==> config.mk <==
export PLATFORM = sky130hd
export DESIGN_NAME = lcg_sequence_generator_top_flat
export DESIGN_NICKNAME = d
export VERILOG_FILES = /design/src/lcg_pkg.sv /design/src/lcg_if.sv /design/src/lcg_sequence_generator_top.sv /design/src/flat_wrapper.sv
export SDC_FILE = /design/constraint.sdc
export NUM_CORES = 1
export LEC_CHECK = 0
export ABC_AREA = 1
export BUFFER_PORTS_ARGS = -buffer_cell sky130_fd_sc_hd__buf_4
export CORE_UTILIZATION = 50
export CTS_CLUSTER_SIZE = 28
export DETAILED_ROUTE_END_ITERATION = 7
export HOLD_SLACK_MARGIN = 0.05
export PLACE_DENSITY = 0.68
export SLEW_MARGIN = 5
export SYNTH_ARGS = -nofsm -noshare
export SYNTH_HDL_FRONTEND = slang
export SYNTH_SLANG_ARGS = --single-unit
==> constraint.sdc <==
create_clock -name clk -period 6.8 [get_ports clk]
set_input_delay 1.02 -clock clk [delete_from_list [all_inputs] [get_ports clk]]
set_output_delay 1.02 -clock clk [all_outputs]
set_load 0.005 [all_outputs]
==> src/lcg_pkg.sv <==
// Package for the LCG sequence generator: field widths, register indexes,
// register reset values and status codes. No dependencies.
`default_nettype none

package lcg_pkg;

  localparam int unsigned WORD_W   = 31;  // seed, state and register width
  localparam int unsigned LEN_W    = 7;
  localparam int unsigned BYTE_W   = 8;
  localparam int unsigned STATUS_W = 2;
  localparam int unsigned PROD_W   = 2 * WORD_W;  // exact a*x + c fits here
  localparam int unsigned CFG_IDX_W = 2;

  localparam int unsigned MAX_LENGTH = 64;

  typedef logic [WORD_W-1:0]    word_t;
  typedef logic [LEN_W-1:0]     len_t;
  typedef logic [BYTE_W-1:0]    byte_t;
  typedef logic [STATUS_W-1:0]  status_t;
  typedef logic [PROD_W-1:0]    prod_t;
  typedef logic [CFG_IDX_W-1:0] cfg_idx_t;

  localparam cfg_idx_t REG_MULTIPLIER = 2'd0;
  localparam cfg_idx_t REG_INCREMENT  = 2'd1;
  localparam cfg_idx_t REG_MODULUS    = 2'd2;

  localparam word_t MULTIPLIER_RST = 31'd1103515245;
  localparam word_t INCREMENT_RST  = 31'd12345;
  localparam word_t MODULUS_RST    = 31'd2147483647;

  localparam status_t STATUS_OK       = 2'd0;
  localparam status_t STATUS_ZERO_MOD = 2'd1;
  localparam status_t STATUS_BAD_LEN  = 2'd2;

endpackage

`default_nettype wire

==> src/lcg_if.sv <==
// Valid/ready channel interfaces for request beats and result beats.
// Depends on lcg_pkg.
`default_nettype none

interface lcg_req_if
  import lcg_pkg::*;
  ();
  logic  valid;
  logic  ready;
  word_t seed;
  len_t  length;

  modport source (output valid, output seed, output length, input ready);
  modport sink   (input valid, input seed, input length, output ready);
endinterface

interface lcg_res_if
  import lcg_pkg::*;
  ();
  logic    valid;
  logic    ready;
  byte_t   value_byte;
  logic    last;
  status_t status;
  word_t   next_seed;

  modport source (output valid, output value_byte, output last, output status,
                  output next_seed, input ready);
  modport sink   (input valid, input value_byte, input last, input status,
                  input next_seed, output ready);
endinterface

`default_nettype wire

==> src/lcg_sequence_generator_top.sv <==
// LCG sequence generator top level: bit-serial multiply and modular reduce.
// Depends on lcg_pkg and the channel interfaces in lcg_if.sv.
//
// One request (seed, length) yields length result beats, each the low byte of
// the state before a step x = (a*x + c) mod m; the last beat carries the full
// next state as next_seed. A zero modulus or a length of 0 or above 64 gives
// a single error beat. Each value passes through a shift-add multiply (one
// multiplier bit per cycle), the increment add, a restoring reduction (one
// product bit per cycle) and a hand-off of the beat to the output register,
// which waits out any output stall. A new request is taken once the last beat
// of the previous one sits in the output register.
`default_nettype none

module lcg_sequence_generator_top
  import lcg_pkg::*;
(
  input  wire logic     clk,
  input  wire logic     rst_n,
  lcg_req_if.sink       in_ch,
  lcg_res_if.source     out_ch,
  input  wire logic     cfg_we,
  input  wire cfg_idx_t cfg_idx,
  input  wire word_t    cfg_wdata
);

  localparam logic [2:0] ST_IDLE = 3'd0;
  localparam logic [2:0] ST_MUL  = 3'd1;
  localparam logic [2:0] ST_ADD  = 3'd2;
  localparam logic [2:0] ST_DIV  = 3'd3;
  localparam logic [2:0] ST_PUSH = 3'd4;
  localparam logic [2:0] ST_ERR  = 3'd5;

  localparam int unsigned CNT_W = $clog2(PROD_W);
  localparam logic [CNT_W-1:0] MUL_LAST = CNT_W'(WORD_W - 1);
  localparam logic [CNT_W-1:0] DIV_LAST = CNT_W'(PROD_W - 1);

  word_t      mult_r, inc_r, mod_r;
  logic [2:0] state_r;
  logic [CNT_W-1:0] cnt_r;
  prod_t      t_r;
  word_t      x_r;
  word_t      rem_r;
  len_t       left_r;
  status_t    err_r;

  logic    out_valid_r;
  byte_t   out_byte_r;
  logic    out_last_r;
  status_t out_status_r;
  word_t   out_seed_r;

  logic                  slot_free;
  logic                  load_out;
  logic [WORD_W:0]       mul_sum;
  logic [WORD_W:0]       div_tmp;
  logic [WORD_W:0]       div_diff;
  logic                  div_ge;
  logic                  push_last;

  assign in_ch.ready = (state_r == ST_IDLE);
  assign slot_free   = !out_valid_r || out_ch.ready;
  assign load_out    = slot_free && (state_r == ST_PUSH || state_r == ST_ERR);

  // add multiplicand when the low product bit is set, then shift right
  assign mul_sum  = {1'b0, t_r[PROD_W-1:WORD_W]} + (t_r[0] ? {1'b0, mult_r} : '0);
  // bring in the next product bit and subtract the modulus if it fits
  assign div_tmp  = {rem_r, t_r[PROD_W-1]};
  assign div_ge   = (div_tmp >= {1'b0, mod_r});
  assign div_diff = div_tmp - {1'b0, mod_r};
  assign push_last = (left_r == len_t'(1));

  assign out_ch.valid      = out_valid_r;
  assign out_ch.value_byte = out_byte_r;
  assign out_ch.last       = out_last_r;
  assign out_ch.status     = out_status_r;
  assign out_ch.next_seed  = out_seed_r;

  always_ff @(posedge clk) begin
    if (!rst_n) begin
      mult_r <= MULTIPLIER_RST;
      inc_r  <= INCREMENT_RST;
      mod_r  <= MODULUS_RST;
    end else if (cfg_we) begin
      case (cfg_idx)
        REG_MULTIPLIER: mult_r <= cfg_wdata;
        REG_INCREMENT:  inc_r  <= cfg_wdata;
        REG_MODULUS:    mod_r  <= cfg_wdata;
        default: ;
      endcase
    end
  end

  always_ff @(posedge clk) begin
    if (!rst_n) begin
      state_r     <= ST_IDLE;
      out_valid_r <= 1'b0;
      cnt_r       <= '0;
    end else begin
      // drop the beat once taken, unless a new one loads this cycle
      if (out_ch.ready && !load_out) begin
        out_valid_r <= 1'b0;
      end
      case (state_r)
        ST_IDLE: begin
          if (in_ch.valid) begin
            x_r    <= in_ch.seed;
            left_r <= in_ch.length;
            t_r    <= {WORD_W'(0), in_ch.seed};
            cnt_r  <= '0;
            if (mod_r == '0) begin
              err_r   <= STATUS_ZERO_MOD;
              state_r <= ST_ERR;
            end else if (in_ch.length == '0 || in_ch.length > len_t'(MAX_LENGTH)) begin
              err_r   <= STATUS_BAD_LEN;
              state_r <= ST_ERR;
            end else begin
              state_r <= ST_MUL;
            end
          end
        end
        ST_MUL: begin
          t_r <= {mul_sum, t_r[WORD_W-1:1]};
          if (cnt_r == MUL_LAST) begin
            state_r <= ST_ADD;
          end else begin
            cnt_r <= cnt_r + CNT_W'(1);
          end
        end
        ST_ADD: begin
          t_r     <= t_r + {WORD_W'(0), inc_r};
          rem_r   <= '0;
          cnt_r   <= '0;
          state_r <= ST_DIV;
        end
        ST_DIV: begin
          rem_r <= div_ge ? div_diff[WORD_W-1:0] : div_tmp[WORD_W-1:0];
          t_r   <= {t_r[PROD_W-2:0], 1'b0};
          if (cnt_r == DIV_LAST) begin
            state_r <= ST_PUSH;
          end else begin
            cnt_r <= cnt_r + CNT_W'(1);
          end
        end
        ST_PUSH: begin
          if (slot_free) begin
            out_valid_r  <= 1'b1;
            out_byte_r   <= x_r[BYTE_W-1:0];
            out_last_r   <= push_last;
            out_status_r <= STATUS_OK;
            out_seed_r   <= push_last ? rem_r : '0;
            x_r          <= rem_r;
            left_r       <= left_r - len_t'(1);
            t_r          <= {WORD_W'(0), rem_r};
            cnt_r        <= '0;
            state_r      <= push_last ? ST_IDLE : ST_MUL;
          end
        end
        ST_ERR: begin
          if (slot_free) begin
            out_valid_r  <= 1'b1;
            out_byte_r   <= '0;
            out_last_r   <= 1'b1;
            out_status_r <= err_r;
            out_seed_r   <= '0;
            state_r      <= ST_IDLE;
          end
        end
        default: state_r <= ST_IDLE;
      endcase
    end
  end

endmodule

`default_nettype wire

==> src/flat_wrapper.sv <==
// flat-port wrapper written by rule: the top's interface ports become plain ports
module lcg_sequence_generator_top_flat import lcg_pkg::*;
  (clk, rst_n, cfg_we, cfg_idx, cfg_wdata, in_ch_valid, in_ch_seed, in_ch_length, in_ch_ready, out_ch_valid, out_ch_value_byte, out_ch_last, out_ch_status, out_ch_next_seed, out_ch_ready);
  lcg_req_if in_ch_i ();
  lcg_res_if out_ch_i ();
  input  wire logic clk;
  input  wire logic rst_n;
  input  wire logic cfg_we;
  input  wire cfg_idx_t cfg_idx;
  input  wire word_t cfg_wdata;
  input wire logic [$bits(in_ch_i.valid)-1:0] in_ch_valid;
  input wire logic [$bits(in_ch_i.seed)-1:0] in_ch_seed;
  input wire logic [$bits(in_ch_i.length)-1:0] in_ch_length;
  output wire logic [$bits(in_ch_i.ready)-1:0] in_ch_ready;
  output wire logic [$bits(out_ch_i.valid)-1:0] out_ch_valid;
  output wire logic [$bits(out_ch_i.value_byte)-1:0] out_ch_value_byte;
  output wire logic [$bits(out_ch_i.last)-1:0] out_ch_last;
  output wire logic [$bits(out_ch_i.status)-1:0] out_ch_status;
  output wire logic [$bits(out_ch_i.next_seed)-1:0] out_ch_next_seed;
  input wire logic [$bits(out_ch_i.ready)-1:0] out_ch_ready;
  assign in_ch_i.valid = in_ch_valid;
  assign in_ch_i.seed = in_ch_seed;
  assign in_ch_i.length = in_ch_length;
  assign in_ch_ready = in_ch_i.ready;
  assign out_ch_valid = out_ch_i.valid;
  assign out_ch_value_byte = out_ch_i.value_byte;
  assign out_ch_last = out_ch_i.last;
  assign out_ch_status = out_ch_i.status;
  assign out_ch_next_seed = out_ch_i.next_seed;
  assign out_ch_i.ready = out_ch_ready;
  lcg_sequence_generator_top u_core (.clk(clk), .rst_n(rst_n), .in_ch(in_ch_i), .out_ch(out_ch_i), .cfg_we(cfg_we), .cfg_idx(cfg_idx), .cfg_wdata(cfg_wdata));
endmodule
== Word level (Yosys, flattened, before mapping) ==
Index checks and enable logic that the tools add are counted.

* Output and inout bits: 44
* Input bits: 76
* Register bits: 255
* Word-level logic and storage cells: 109

* $add $sub $neg: 5
* Equality and inequality tests: 17
* Mux-type cells: 43
* Order comparisons: 2
* Reduce and logical (&&, ||, !) cells: 27

{| class="wikitable"
|+ Operators by type and width
! kind !! number
|-
| $pmux 62 s5 || 1
|-
| $mux 31 || 5
|-
| $mux 62 || 2
|-
| $pmux 31 s2 || 2
|-
| $add 62x31->62 || 1
|-
| $add 31x32->32 || 1
|-
| $ge 32x31->1 || 1
|-
| $mux 8 || 4
|-
| $pmux 8 s2 || 2
|-
| $logic_not 31->1 || 1
|-
| $sub 31x31->31 || 1
|-
| $pmux 6 s5 || 1
|-
| $mux 6 || 4
|-
| $mux 3 || 7
|-
| $pmux 3 s6 || 1
|-
| $reduce_and 4->1 || 4
|-
| $mux 7 || 2
|-
| $pmux 7 s2 || 1
|-
| $reduce_and 5->1 || 2
|-
| $ne 2x1->1 const B || 4
|-
| $reduce_and 2->1 || 4
|-
| $reduce_bool 2->1 || 4
|-
| $eq 7x1->1 const B || 1
|-
| $gt 7x7->1 const B || 1
|-
| 22 further kinds || 37
|}

== Logic depth before layout (Yosys ltp) ==
Gate-level depths: netlist (run 1).

* Depth after elaboration: 8
* Gate-level depth with buffers: 18
* Mapped depth without buffers: 17

== Worst setup path before layout (run 1) ==
Ideal clock, no wire load.

* Path type: input port to flip-flop
* Start: input rst_n
* End: register u_core.out_last_r, in the netlist u_core.out_ch.last, enable pin
* Required time: 6254 ps
* Slack: 817 ps
* Arrival: 5437 ps
* Setup time: 546 ps
* Stages on the path: 3
* Buffers on the path: 1
* Path through: clkbuf_1 > inv_1 > nor4_1

* Word-level cells in the longest chain between the ends: 1

{| class="wikitable"
|+ RTL lines
! item !! line !! source
|-
| start, declared || flat_wrapper.sv:7 || <nowiki>input wire logic rst_n;</nowiki>
|-
| $reduce_and 4->1 (no source line) || -- ||
|-
| end signal, assigned || lcg_sequence_generator_top.sv:148 || <nowiki>out_last_r <= push_last;</nowiki>
|-
| end, declared || lcg_sequence_generator_top.sv:48 || <nowiki>logic out_last_r;</nowiki>
|}

No other way between the ends.
A chain may end at the register's enable or synchronous reset.

== Worst setup path in the final report (run 1) ==
* Start: input rst_n
* End: register u_core.t_r[59], enable pin

* Word-level cells in the longest chain between the ends: 1

{| class="wikitable"
|+ RTL lines
! item !! line !! source
|-
| $reduce_and 4->1 (no source line) || -- ||
|-
| end signal, assigned || lcg_sequence_generator_top.sv:108 || <nowiki>t_r <= {WORD_W'(0), in_ch.seed};</nowiki>
|-
| end signal, assigned || lcg_sequence_generator_top.sv:122 || <nowiki>t_r <= {mul_sum, t_r[WORD_W-1:1]};</nowiki>
|-
| end signal, assigned || lcg_sequence_generator_top.sv:130 || <nowiki>t_r <= t_r + {WORD_W'(0), inc_r};</nowiki>
|-
| end, declared || lcg_sequence_generator_top.sv:40 || <nowiki>prod_t t_r;</nowiki>
|}

No other way between the ends.

==> impl_metrics.tcl, run 1 <==
set metrics [dict create \
    outcome "finished, final reports clean" \
    avgSynthCellArea_um2 6.38 \
    grt_start_max_net_pins 99 \
    p_leak_uw 0.0114 \
    yosysWarnings 0 \
    slew_violations 0 \
    ys_types 53 \
    crit_top_cell "buf_4" \
    htreeDepth 1 \
    drt_first_pass_iters 6 \
    cp_num_buf_inv 3 \
    clockPowerShare_pct 29.2 \
    die_width_um 201 \
    synth_seq_area_share_pct 33.4 \
    grt.overflow.total 0 \
    vdd_drop_max_uv 199 \
    grt_pass1_vias 18900 \
    nFillCells 3930 \
    synth-edff-count 152 \
    area.growth.synth_to_final_pct 11.7 \
    dp_slack_ns 2.93 \
    dp_hpwl_mm 57.5 \
    setup-tns-final_ns 0 \
    routed_wl_mm 71.5 \
    worstMarginPinSlew_ns 1.26 \
    drc 0 \
    cp.arrival_ns 3.46 \
    postCtsSetupBuffers 0 \
    finalSetupViolCount 0 \
    cts_tree "yes" \
    core-area_um2 38900 \
    fin_worst_skew_ns 0.0214 \
    cp-start-kind "input pin" \
    holdBufCountCts 0 \
    synth_seq_cells 255 \
    hp-class "flip-flop to flip-flop" \
    pwr_density_cell_nw_per_um2 248 \
    clockBufferDepth 3 \
    die_h_um 201 \
    grt_usage_pct 34.9 \
    crit_path_max_fanout 98 \
    nNetsFinal 3378 \
    pwr-share-seq_pct 37.3 \
    numCtsBuffers 29 \
    p_switching_uw 2190 \
    cts.sinks 255 \
    clk_latency_ns 0.58 \
    drive_gt1_share_pct 7.72 \
    rsz0062_at_grt "no" \
    drt_iter0_drc 1945 \
    antenna_found_initial 1 \
    drv_cap 0 \
    fmax_mhz 309 \
    n_antenna_cell 0 \
    core.rowCount 72 \
    antenna_left 0 \
    syn_area_um2 19800 \
    hold_viol 0 \
    relSlewSlack_pct 16.0 \
    grt_pass1_wl_mm 109 \
    end_kind "flip-flop" \
    synthArstFlopShare_pct 0 \
    path_cells "buf_4, inv_1, nor2_4, buf_4" \
    ctsResizeCount 0 \
    num_io_pins 120 \
    routed-via-count 20700 \
    p_int_uw 3320 \
    via_per_inst 5.52 \
    synthCells 3111 \
    initial_core_util_pct 51.0 \
    worst-setup-path-type "input pin to flip-flop" \
    ys.flop_type "edfxtp_1" \
    postPlaceCellArea_um2 21200 \
    crit_path_max_incr_delay_ns 0.81 \
    portBuffers 119 \
    power_frac_comb_pct 33.5 \
    die_area_um2 40500 \
    cp.required_ns 7.02 \
    finalCriticalPeriod_ns 3.24 \
    syn_nets 3288 \
    timing.final.crit_share_pct 47.6 \
    place.gp.congestion 1.02 \
    final_area_um2 22200 \
    setup_ws_ns 3.56 \
    slowest_stage "nor2_4" \
    wl_per_cell_um 19.1 \
    ctsRootBufferMaster "clkbuf_16" \
    hold_slack_ns 0.460 \
    cp_top_family "buffers and inverters" \
    path_clk_slew_ns 0.07 \
    power_switching_share_pct 39.7 \
]
==> placed cells by master, fill, tap and decap left out, types with 31 or more instances in the layout <==
cell type and instances:
dfxtp_1 103, o211ai_1 31, nand4_1 55, edfxtp_1 152
ha_1 98, nand3_1 201, inv_1 548, a21oi_1 124
buf_4 130, nor2_1 363, nand2_1 999, o21ai_0 136
nor3_1 41
==> power groups by stage <==
stage / registers (uW) / clock network, uW / logic (uW)
3_5_place_dp: 2070 / 0 / 1800
4_1_cts: 2040 / 1620 / 1800
3_3_place_gp: 2070 / 0 / 1770
2_1_floorplan: 1970 / 0 / 1260
6_report: 2060 / 1610 / 1840
5_1_grt: 2060 / 1670 / 2050
==> Yosys cell counts (all sizes together), types with 3 or more instances <==
master | instances | area [um^2]
and2 | 5 | 31.3
o21ai | 164 | 825
o2111ai | 4 | 35.0
nor2 | 377 | 1480
nor3 | 44 | 231
ha | 98 | 1230
inv | 562 | 2110
edfxtp | 152 | 4560
fa | 3 | 60.1
o211ai | 31 | 233
nand4 | 56 | 365
xnor2 | 21 | 184
nand2 | 1011 | 3840
a21oi | 128 | 663
dfxtp | 103 | 2060
nand3b | 20 | 150
o22ai | 4 | 25.0
a221oi | 8 | 70.1
or2 | 12 | 75.1
a211oi | 8 | 60.1
nand3 | 204 | 1040
clkbuf | 57 | 214
o21bai | 9 | 67.6
buf | 14 | 95.1
==> registers in the layout, summed over array words and instances, names as in the netlist <==
name,count
u_core.t_r,62
u_core.inc_r,31
u_core.mod_r,31
u_core.mult_r,31
u_core.out_ch.next_seed,31
u_core.rem_r,31
u_core.out_ch.value_byte,8
u_core.x_r,8
u_core.left_r,7
u_core.cnt_r,6
u_core.state_r,3
u_core.err_r,2
u_core.out_ch.status,2
u_core.out_ch.last,1
u_core.out_ch.valid,1
==> area by class of cell <==
cell class	count	area (um^2)	area share [%]
multi-input cells	2222	10800	48.9
clock buffers	33	781	3.52
inverters	563	2110	9.54
flip-flops and latches	255	6630	29.9
well taps	518	648	2.93
repair buffers	130	976	4.41
clock inverters	21	186	0.841
==> worst reg2reg max path, stage by stage (launching register included) <==
cell and delay (ns):
edfxtp_1 0.37, buf_4 0.33, ha_1 0.31, inv_1 0.08, fa_1 0.39, inv_1 0.14
nand3_1 0.09, nand3_1 0.15, nand2_1 0.07, nand2_1 0.16, nand2_1 0.07, nand2_1 0.17
nand2_1 0.08, nand2_1 0.21, nand3_1 0.11, nand3_1 0.13, nand2_1 0.07
==> logic make-up after synthesis <==
group	synth area share, %
AND/OR/NAND/NOR	36.6
buffers and inverters	12.2
AO/OA/AOI/OAI	10.3
flip-flops	33.4
adder cells (fa/ha/maj)	6.48
XOR/XNOR	1.02
==> per-layer routing <==
metal / wire [um] / global-route usage, % / vias up
met1: 31900 / 51.5 / 9520
li1: - / - / 10100
met3: 7610 / 5.36 / 93
met4: 1770 / 8.41 / 2
met5: 13 / 0 / -
met2: 30200 / 53.1 / 996
==> through the flow <==
step | util, % | std cells | total power, uW
4_1_cts | 56.9 | 3742 | 5460
3_5_place_dp | 54.4 | 3688 | 3860
3_3_place_gp | 54.4 | 3688 | 3840
5_1_grt | 56.9 | 3742 | 5780
2_1_floorplan | - | 3111 | 3230
6_report | 56.9 | 3742 | 5510
==> worst paths after layout <==
kind,endpoint,cells past startpoint,slack (ns),startpoint
worst min register to register,u_core.mult_r[17],2,0.46,u_core.mult_r[17]
worst min-delay path,u_core.mult_r[17],2,0.46,u_core.mult_r[17]
worst max-delay path,u_core.t_r[59],4,3.56,rst_n
worst max register to register,u_core.t_r[56],16,3.62,u_core.t_r[0]
No activity file was read; power rests on OpenSTA's default activity.
==> run 2, diff against run 1 <==
==> constraint.sdc (replaced) <==
create_clock -name clk -period 3.1 [get_ports clk]
set_input_delay 0.465 -clock clk [delete_from_list [all_inputs] [get_ports clk]]
set_output_delay 0.465 -clock clk [all_outputs]
set_load 0.005 [all_outputs]
==> run 2 against run 1 <==
Compared with the run above: power increased by 120%; register-to-register slack got worse by 3.4 ns; hold slack got worse by 0.33 ns; design area increased by 1.5%; largest cell class unchanged; largest power group unchanged.
==> impl_metrics.tcl, run 2 (synthesized netlist as in run 1, its figures left out) <==
set metrics [dict create \
    die_width_um 201 \
    multi_input_area_um2 10800 \
    antenna_found_initial 3 \
    largest_reg_flops 62 \
    worstMarginPinSlew_ns 0.909 \
    regArea_um2 6630 \
    drc 0 \
    power_frac_comb_pct 34.5 \
    drive_gt1_share_pct 8.63 \
    die_area_um2 40500 \
    area.growth.synth_to_final_pct 13.3 \
    nFillCells 3901 \
    clockPowerShare_pct 29.4 \
    ctsRootBufferMaster "clkbuf_16" \
    crit_top_cell "nand2_1" \
    clockBufferDepth 3 \
    cp.arrival_ns 3.21 \
    cts_tree "yes" \
    num_io_pins 120 \
    drv_cap 0 \
    setup_ws_ns 0.216 \
    core-area_um2 38900 \
    holdBufCountCts 0 \
    antenna_left 0 \
    dp_hpwl_mm 58.0 \
    power_switching_share_pct 39.6 \
    fmax_mhz 347 \
    cp-start-kind "flip-flop" \
    initial_core_util_pct 51.0 \
    cts.sinks 255 \
    crit_path_max_incr_delay_ns 0.49 \
    fin_worst_skew_ns 0.0257 \
    end_kind "flip-flop" \
    final_cell_mix "nand2_1, inv_1, nor2_1" \
    finalCriticalPeriod_ns 2.88 \
    portBuffers 119 \
    hp-class "input pin to flip-flop" \
    pwr_density_cell_nw_per_um2 548 \
    slowest_stage "edfxtp_1" \
    routed-via-count 21300 \
    dp_slack_ns 0.270 \
    grt_start_max_net_pins 75 \
    finalSetupViolCount 0 \
    grt.overflow.total 0 \
    crit_path_max_fanout 31 \
    grt_pass1_vias 19400 \
    slew_violations 0 \
    wl_per_cell_um 19.1 \
    numCtsBuffers 30 \
    postCtsSetupBuffers 0 \
    routed_wl_mm 72.1 \
    nNetsFinal 3408 \
    htreeDepth 1 \
    ctsResizeCount 0 \
    cp.required_ns 3.42 \
    p_leak_uw 0.0116 \
    drt_first_pass_iters 6 \
    final_util_pct 57.8 \
    timing.final.crit_share_pct 93.0 \
    vdd_drop_max_uv 404 \
    hold_viol 0 \
    via_per_inst 5.64 \
    path_clk_slew_ns 0.06 \
    outcome "finished, final reports clean" \
    n_antenna_cell 0 \
    grt_usage_pct 35.0 \
    pwr-share-seq_pct 36.1 \
    grt_pass1_wl_mm 110 \
    worst-setup-path-type "flip-flop to flip-flop" \
    path_cells "buf_12, nand2_1, inv_1, ha_1, nand2_1, inv_1, a21oi_1, inv_1, a21oi_2, nor2_1, nor2_1, nand2_1, a21oi_1, nand2_1" \
    core.rowCount 72 \
    p_switching_uw 4880 \
    place.gp.congestion 1.04 \
    clk_latency_ns 0.60 \
    regMostFlops "u_core.t_r" \
    relSlewSlack_pct 39.3 \
    layout_commonest_cell "nand2_1" \
    p_int_uw 7450 \
    setup-tns-final_ns 0 \
    rsz0062_at_grt "no" \
    die_h_um 201 \
    drt_iter0_drc 2492 \
]
[run 2: path summary, 6_finish.rpt]
| check | startpoint | end | slack, ns | depth (start not counted) |
|---|---|---|---|---|
| setup reg to reg | u_core.t_r[0] | u_core.t_r[61] | 0.22 | 14 |
| setup / recovery | u_core.t_r[0] | u_core.t_r[61] | 0.22 | 14 |
| hold / removal | cfg_wdata[23] | u_core.mult_r[23] | 0.13 | 3 |
| hold reg to reg | u_core.mult_r[17] | u_core.mult_r[17] | 0.46 | 2 |
[run 2: cell type report]
class	instances	share of cell area [%]
multi-input combinational	2222	48.2
timing repair buffer	159	5.53
tap	518	2.88
sequential	255	29.5
inverter	563	9.40
clock buffer	42	4.05
clock inverter	14	0.451
[run 2: routing by layer]
layer / vias to the layer above / share of wire (%) / GRT usage [%]
met1: 9803 / 43 / 50.6
met3: 140 / 13 / 7.40
met5: - / 0.036 / 0
li1: 10100 / - / -
met4: 4 / 3.1 / 10.6
met2: 1216 / 41 / 52.2
[run 2: metrics by stage]
stage               power, uW  instances  instance area, um^2  hold WS (ns)
CTS                     12200       3773                22500         0.109
detailed placement       8590       3717                21500         0.447
global placement         8530       3717                21500         0.446
floorplan                7080       3111                19900         0.429
global route            12900       3773                22500         0.117
finish                  12300       3773                22500         0.129
[run 2: power by group through the flow]
stage	clock [uW]	sequential, uW	combinational, uW
final	3630	4450	4250
after CTS	3650	4420	4130
after global routing	3780	4460	4670
after global placement	0	4480	4050
after floorplan	0	4320	2770
after detailed placement	0	4480	4110
[run 2: worst max-delay path, delay by kind of cell, from the launching register on]
kind / cells / cell delay (ns)
buffers and inverters: 4 / 0.40
adder cells (fa/ha/maj): 1 / 0.36
AND/OR/NAND/NOR: 6 / 0.73
flip-flops: 1 / 0.49
AO/OA/AOI/OAI: 3 / 0.62
